File: config.mk
export PLATFORM = sky130hd
export DESIGN_NAME = rspm_unit
export DESIGN_NICKNAME = d
export VERILOG_FILES = /design/src/hw/rtl/rspm_pkg.sv /design/src/hw/rtl/rspm_unit.sv
export SDC_FILE = /design/constraint.sdc
export NUM_CORES = 2
export LEC_CHECK = 0
export BUFFER_PORTS_ARGS = -buffer_cell sky130_fd_sc_hd__buf_2
export CORE_MARGIN = 2
export CORE_UTILIZATION = 60
export CTS_BUF_LIST = sky130_fd_sc_hd__clkbuf_4 sky130_fd_sc_hd__clkbuf_8 sky130_fd_sc_hd__clkbuf_16
export CTS_CLUSTER_DIAMETER = 100
export DETAILED_ROUTE_END_ITERATION = 8
export PLACE_DENSITY = 0.91
export SETUP_SLACK_MARGIN = 0.5
export SLEW_MARGIN = 10
export SYNTH_ARGS = -nofsm -noshare
export SYNTH_HDL_FRONTEND = slang
export SYNTH_SLANG_ARGS = --single-unit
File: constraint.sdc
create_clock -name clk -period 13.9 [get_ports clk]
set_input_delay 1.39 -clock clk [delete_from_list [all_inputs] [get_ports clk]]
set_output_delay 1.39 -clock clk [all_outputs]
set_load 0.01 [all_outputs]
File: src/hw/rtl/rspm_pkg.sv
// Package for the rowing stroke power meter: widths, constants, shared types.
// No dependencies.
`timescale 1ns / 1ps
package rspm_pkg;
    localparam int unsigned FORCE_FRAC_BITS = 4;
    localparam int unsigned DW = 72;

    localparam logic CFG_PULL    = 1'b0;
    localparam logic CFG_RELEASE = 1'b1;

    typedef enum logic [6:0] {
        ST_IDLE  = 7'b0000001,
        ST_RATE  = 7'b0000010,
        ST_WATT  = 7'b0000100,
        ST_SPEED = 7'b0001000,
        ST_PACE  = 7'b0010000,
        ST_DIST  = 7'b0100000,
        ST_OUT   = 7'b1000000
    } state_t;

    typedef enum logic [1:0] {
        OP_DIV  = 2'd0,
        OP_CUBE = 2'd1
    } op_t;

    typedef struct packed {
        logic   start;
        op_t    op;
        logic [DW-1:0] num;
        logic [DW-1:0] den;
        logic [17:0]   hi;
    } unit_cmd_t;
endpackage

File: src/hw/rtl/rspm_unit.sv
// Shared iterative unit: restoring divide (one quotient bit per cycle) and
// floor cube-root bisection (square, cube, compare per mid). Uses rspm_pkg.
`timescale 1ns / 1ps
module rspm_unit
(
    input  logic                       clk,
    input  logic                       rst_n,
    input  rspm_pkg::unit_cmd_t        cmd,
    output logic                       done,
    output logic [rspm_pkg::DW-1:0]    result
);
    localparam int unsigned W = rspm_pkg::DW;

    logic        busy_reg, busy_next;
    rspm_pkg::op_t op_reg, op_next;
    logic [W-1:0] num_reg, num_next;
    logic [W-1:0] den_reg, den_next;
    logic [W-1:0] rem_reg, rem_next;
    logic [W-1:0] quo_reg, quo_next;
    logic [6:0]   cnt_reg, cnt_next;
    logic [17:0]  lo_reg, lo_next, hi_reg, hi_next;
    logic [53:0]  prod_reg, prod_next;
    logic [1:0]   ph_reg, ph_next;
    logic         done_reg, done_next;
    logic [W-1:0] sh;
    logic [17:0]  mid;

    assign mid = lo_reg + ((hi_reg - lo_reg) >> 1);
    assign sh  = {rem_reg[W-2:0], num_reg[W-1]};

    always_comb
    begin
        busy_next = busy_reg; op_next = op_reg; num_next = num_reg;
        den_next = den_reg; rem_next = rem_reg; quo_next = quo_reg;
        cnt_next = cnt_reg; lo_next = lo_reg; hi_next = hi_reg;
        prod_next = prod_reg; ph_next = ph_reg; done_next = 1'b0;
        if (!busy_reg)
        begin
            if (cmd.start)
            begin
                busy_next = 1'b1; op_next = cmd.op; num_next = cmd.num;
                den_next = cmd.den; rem_next = '0; quo_next = '0;
                cnt_next = 7'(W); lo_next = '0; hi_next = cmd.hi; ph_next = '0;
            end
        end
        else
        begin
            case (op_reg)
                rspm_pkg::OP_DIV:
                begin
                    if (sh >= den_reg)
                    begin
                        rem_next = sh - den_reg;
                        quo_next = {quo_reg[W-2:0], 1'b1};
                    end
                    else
                    begin
                        rem_next = sh;
                        quo_next = {quo_reg[W-2:0], 1'b0};
                    end
                    num_next = {num_reg[W-2:0], 1'b0};
                    cnt_next = cnt_reg - 7'd1;
                    if (cnt_reg == 7'd1)
                    begin
                        busy_next = 1'b0;
                        done_next = 1'b1;
                    end
                end
                rspm_pkg::OP_CUBE:
                begin
                    if (hi_reg - lo_reg <= 18'd1)
                    begin
                        busy_next = 1'b0;
                        done_next = 1'b1;
                        quo_next = W'(lo_reg);
                    end
                    else
                    begin
                        case (ph_reg)
                            2'd0:
                            begin
                                prod_next = 54'(mid) * 54'(mid);
                                ph_next = 2'd1;
                            end
                            2'd1:
                            begin
                                prod_next = 54'(prod_reg[35:0]) * 54'(mid);
                                ph_next = 2'd2;
                            end
                            default:
                            begin
                                if (W'(prod_reg) * W'(den_reg[15:0]) <= num_reg)
                                    lo_next = mid;
                                else
                                    hi_next = mid;
                                ph_next = 2'd0;
                            end
                        endcase
                    end
                end
                default: busy_next = 1'b0;
            endcase
        end
    end

    always_ff @(posedge clk or negedge rst_n)
    begin
        if (!rst_n)
        begin
            busy_reg <= 1'b0;
            done_reg <= 1'b0;
        end
        else
        begin
            busy_reg <= busy_next;
            done_reg <= done_next;
        end
    end

    always_ff @(posedge clk)
    begin
        op_reg <= op_next; num_reg <= num_next; den_reg <= den_next;
        rem_reg <= rem_next; quo_reg <= quo_next; cnt_reg <= cnt_next;
        lo_reg <= lo_next; hi_reg <= hi_next; prod_reg <= prod_next;
        ph_reg <= ph_next;
    end

    assign done   = done_reg;
    assign result = quo_reg;
endmodule

# ---- Word level (Yosys, flattened, before mapping)
# Index checks and enable logic that the tools add are counted.
dict set report totals {
  ff_bits 390
  inputBits 167
  out_inout_bits 73
  wordCells 88
}
dict set report classes {
  add_sub_neg 4
  n_mul 3
  n_lt_le_gt_ge 3
  eq_ne 11
  n_mux 41
  bitwise_logic 2
  n_reduce_logical 12
}
# cell n
set ops {}
lappend ops {{two-way mux 72 bit} 6}
lappend ops {{two-way mux 18 bit} 12}
lappend ops {{two-way mux 71 bit} 3}
lappend ops {{one-hot mux 72 bit (2 select lines)} 1}
lappend ops {{one-hot mux 54 bit (2 select lines)} 1}
lappend ops {{>= comparator 72 bit} 1}
lappend ops {{<= comparator 70 x 72 -> 1 bit} 1}
lappend ops {{subtractor 71 bit} 1}
lappend ops {{multiplier 54 x 16 -> 70 bit} 1}
lappend ops {{multiplier 36 x 18 -> 54 bit} 1}
lappend ops {{multiplier 18 x 18 -> 36 bit} 1}
lappend ops {{two-way mux 7 bit} 3}
lappend ops {{adder 18 x 17 -> 18 bit} 1}
lappend ops {{<= comparator 18 x 1 -> 1 bit (second input constant)} 1}
lappend ops {{subtractor 18 bit} 1}
lappend ops {{AND reduction 5 bit} 2}
lappend ops {{two-way mux 1 bit} 8}
lappend ops {{two-way mux 2 bit} 4}
lappend ops {{equality test 7 x 1 -> 1 bit (second input constant)} 1}
lappend ops {{subtractor 7 x 1 -> 7 bit (second input constant)} 1}
lappend ops {{inequality test 2 x 1 -> 1 bit (second input constant)} 3}
lappend ops {{inequality test 2 bit (second input constant)} 3}
lappend ops {{AND reduction 3 bit} 2}
lappend ops {{equality test 2 x 1 -> 1 bit (second input constant)} 2}
lappend ops {{other kinds (10)} 15}

# ---- Logic depth before layout (Yosys ltp)
dict set report logic_depth {
  depth_word 7
  mapped_depth 48
  ltp_nobuf 46
}

# ---- Worst setup path after synthesis
# OpenSTA, ideal clock, no wires.
dict set report synth_timing {
  path_kind {reg2reg}
  startpoint {register busy_reg}
  endpoint {register quo_reg[0], in the netlist result[0], enable pin}
  setup_ns 0.403
  arrival_ns 13.245
  required_ns 13.497
  slack_ns 0.252
  stages_incl_launch_ff 6
  n_path_buf 2
  period_less_slack_ns 13.648
  path_cell_list {dfrtp_1 clkbuf_1 clkbuf_1 nand2_1 o21ai_0 a31o_2}
}
dict set report synth_between {
  elab_chain_cells 2
  word_cells_on_any_way 4
  cone_classes {eq/ne (2); reduce/logical (2)}
}
# element line
set synth_rtl {}
lappend synth_rtl {{from (decl)} rspm_unit.sv:14} ;# logic busy_reg, busy_next;
lappend synth_rtl {{from (signal assigned)} rspm_unit.sv:115} ;# busy_reg <= busy_next;
lappend synth_rtl {{inequality test 3 x 1 -> 1 bit (no source line), or another cell as far along} n/a}
lappend synth_rtl {{AND reduction 3 bit (no source line) (*)} n/a}
lappend synth_rtl {{to (signal assigned)} rspm_unit.sv:123} ;# rem_reg <= rem_next; quo_reg <= quo_next; cnt_reg <= cnt_next;
lappend synth_rtl {{to (decl)} rspm_unit.sv:19} ;# logic [W-1:0] quo_reg, quo_next;
# Every way passes the cells marked *; elsewhere a longest branch is shown, timed or not.
# A chain may end at the register's enable or synchronous reset.

# ---- Final worst setup path
dict set report layout_timing {
  startpoint {register lo_reg[1]}
  endpoint {register prod_reg[35] (data pin)}
}
dict set report layout_between {
  elab_chain_cells 4
  word_cells_on_any_way 5
  cone_classes {add/sub (2); mul (2); mux (1)}
}
# element line
set layout_rtl {}
lappend layout_rtl {{from (decl)} rspm_unit.sv:21} ;# logic [17:0] lo_reg, lo_next, hi_reg, hi_next;
lappend layout_rtl {{from (signal assigned)} rspm_unit.sv:124} ;# lo_reg <= lo_next; hi_reg <= hi_next; prod_reg <= prod_next;
lappend layout_rtl {{subtractor 18 bit} rspm_unit.sv:28} ;# assign mid = lo_reg + ((hi_reg - lo_reg) >> 1);
lappend layout_rtl {{adder 18 x 17 -> 18 bit (*)} rspm_unit.sv:28}
lappend layout_rtl {{multiplier 36 x 18 -> 54 bit / multiplier 18 x 18 -> 36 bit (equally long branches)} {rspm_unit.sv:87, rspm_unit.sv:82}}
lappend layout_rtl {{one-hot mux 54 bit (2 select lines) (*)} rspm_unit.sv:79} ;# case (ph_reg)
lappend layout_rtl {{to (signal assigned)} rspm_unit.sv:124}
lappend layout_rtl {{to (decl)} rspm_unit.sv:22} ;# logic [53:0] prod_reg, prod_next;
# Marked as above.

==> flow_summary.json <==
{
  "yosysTopAreaCellShare": 0.3763,
  "vias": 63260,
  "async_reset_ff_frac": 0.005128,
  "synth-main-ff-cell": "edfxtp_1",
  "place_congestion": 0.9741,
  "routed_wl_microns": 223300,
  "final_nets": 10930,
  "grt_pass1_wl_microns": 362100,
  "whs_ns": 0.5492,
  "syn2layout_area_growth_pct": 5.136,
  "layout_commonest_cell": "inv_1",
  "setup_viol": 0,
  "synth_seq_cells": 390,
  "syn_nets": 11000,
  "critPathKind": "flip-flop to flip-flop",
  "cts_hold_buf": 0,
  "slew_headroom": 0.1465,
  "final_max_slew_viol_count": 0,
  "yosysUniqueCellTypes": 90,
  "syn_inst": 8784,
  "clock_latency_ns": 0.60,
  "die_area_sq_mm": 0.1350,
  "avgSynthCellArea_sq_um": 9.024,
  "multi_input_area_sq_mm": 0.05868,
  "gr-total-overflow": 0,
  "finalCriticalPeriod_ns": 12.09,
  "io_pins": 240,
  "cp.required_ns": 14.23,
  "nFillCells": 9777,
  "grt_pass1_vias": 69170,
  "end_kind": "flip-flop",
  "hpwlAfterDp_microns": 168700,
  "grt_max_degree": 151,
  "avgRoutedWirePerCell_microns": 21.25,
  "ys_top_cells_by_area": "fa_1 38%, edfxtp_1 15%, inv_1 9.3%",
  "worst_path_max_delay_cell": "xor2_2",
  "antenna_found_initial": 11,
  "seq_area_frac_synth": 0.1476,
  "cp.arrival_ns": 12.42,
  "rsz0062_at_grt": "false",
  "start_util": 0.6037,
  "first_iter_violations": 6066,
  "final-seq-area_sq_mm": 0.01171,
  "clock.fmax_mhz": 82.72,
  "cts.clk_slew.worst_paths_ns": 0.06,
  "layout_common_cells": "1,963 x inv_1, 1,489 x fa_1, 1,392 x nand2_1, 554 x ha_1, 543 x and2_1",
  "cts_tree": "done",
  "critPathMaxFanout": 33,
  "drcViolationCount": 0,
  "cpPeakStageDelay_ns": 0.67,
  "skew_ns": 0.02880,
  "viasPerCell": 6.019,
  "cts_buffer_depth": 3,
  "die_w_microns": 367.5,
  "cts.repair.resized": 0,
  "cts_setup_buffers": 0,
  "synth_edf_count": 388,
  "tightest_slew_ns": 1.280,
  "numCtsBuffers": 43,
  "max_cap_violations": 0,
  "die_y_microns": 367.5,
  "portBuffers": 239,
  "netlist_area_sq_mm": 0.07927,
  "row_count": 133,
  "antenna_left": 0,
  "drive_gt1_frac": 0.06276,
  "hold_class": "flip-flop to flip-flop",
  "yosysTopAreaCell": "fa_1",
  "grt.total_usage": 0.3371,
  "clock-sinks": 390,
  "status": "completed",
  "ctsHtreeMaxLevel": 2,
  "crit_path_start_kind": "flip-flop",
  "fin_crit_sh": 0.8697,
  "synth-warning-count": 0,
  "ff2ff_path_depth": 44,
  "cts_root_buffer": "clkbuf_16",
  "hold_violations": 0,
  "core_area_sq_mm": 0.1313,
  "finalSetupTns_ns": 0,
  "cpMostUsedCell": "fa_1",
  "firstDrtPassIters": 6,
  "min_path_cells": 1
}
area by class of cell:
type	instances	area share
well taps	1755	0.02635
inverters	1972	0.08885
multi-input cells	5973	0.7041
flip-flops and latches	390	0.1404
clock inverters	27	0.003258
clock buffers	49	0.01345
diodes	6	0.0001802
repair buffers	337	0.02333
logic make-up after synthesis:
family	count (synthesis)	synth area share
AO/OA/AOI/OAI	1008	0.08299
XOR/XNOR	234	0.02595
adder cells (fa/ha/maj)	2045	0.4639
buffers and inverters	2421	0.1151
flip-flops	390	0.1476
multiplexers	83	0.01165
AND/OR/NAND/NOR	2603	0.1528
final timing paths:
check	from	to	slack [ns]
min in group asynchronous	rst_n	busy_reg	0.58
min reg2reg	result[32]	result[33]	0.55
max	lo_reg[1]	prod_reg[35]	1.81
max in group asynchronous	rst_n	busy_reg	13.21
min	result[32]	result[33]	0.55
max reg2reg	lo_reg[1]	prod_reg[35]	1.81
metal layers:
metal	global-route usage	vias to the layer above	wire [microns]
li1	-	26680	-
met3	0.07950	1200	25950
met5	0	-	48
met1	0.4093	31210	76380
met2	0.5491	4161	104500
met4	0.1997	8	16440
Yosys cell counts (22+ instances only):
cell type,n
o21ai_1,22
fa_1,1490
a21o_1,208
nand3_1,68
inv_1,1965
xor2_1,99
mux2_2,74
nand2b_1,76
o21bai_1,28
nor2_1,256
ha_1,555
a211oi_1,39
nor2b_1,44
o21a_1,43
nand2_1,1393
o21ai_0,144
and2_1,543
nor3_1,48
a21oi_1,300
xnor2_1,134
edfxtp_1,388
a31oi_1,39
nand4_1,58
and3_1,39
clkbuf_1,422
per-stage QoR:
stage / setup WS, ns / std cells / util / instance area [sq um]
6_report: 1.811 / 10510 / 0.6348 / 83340
4_1_cts: 2.286 / 10500 / 0.6346 / 83330
3_5_place_dp: 2.368 / 10430 / 0.6240 / 81930
3_3_place_gp: 2.765 / 10430 / 0.6240 / 81930
5_1_grt: 1.245 / 10510 / 0.6347 / 83340
2_1_floorplan: 3.834 / 8784 / - / 79270
worst max-delay path, delay by kind of cell (launching register included):
family | cells | cell delay [ns]
XOR/XNOR | 4 | 1.25
adder cells (fa/ha/maj) | 9 | 3.93
AND/OR/NAND/NOR | 8 | 1.40
flip-flops | 1 | 0.46
AO/OA/AOI/OAI | 17 | 3.95
buffers and inverters | 6 | 0.86
Power is not shown: default switching activity piles up to over one toggle a cycle in this logic, so the estimate is an artifact.
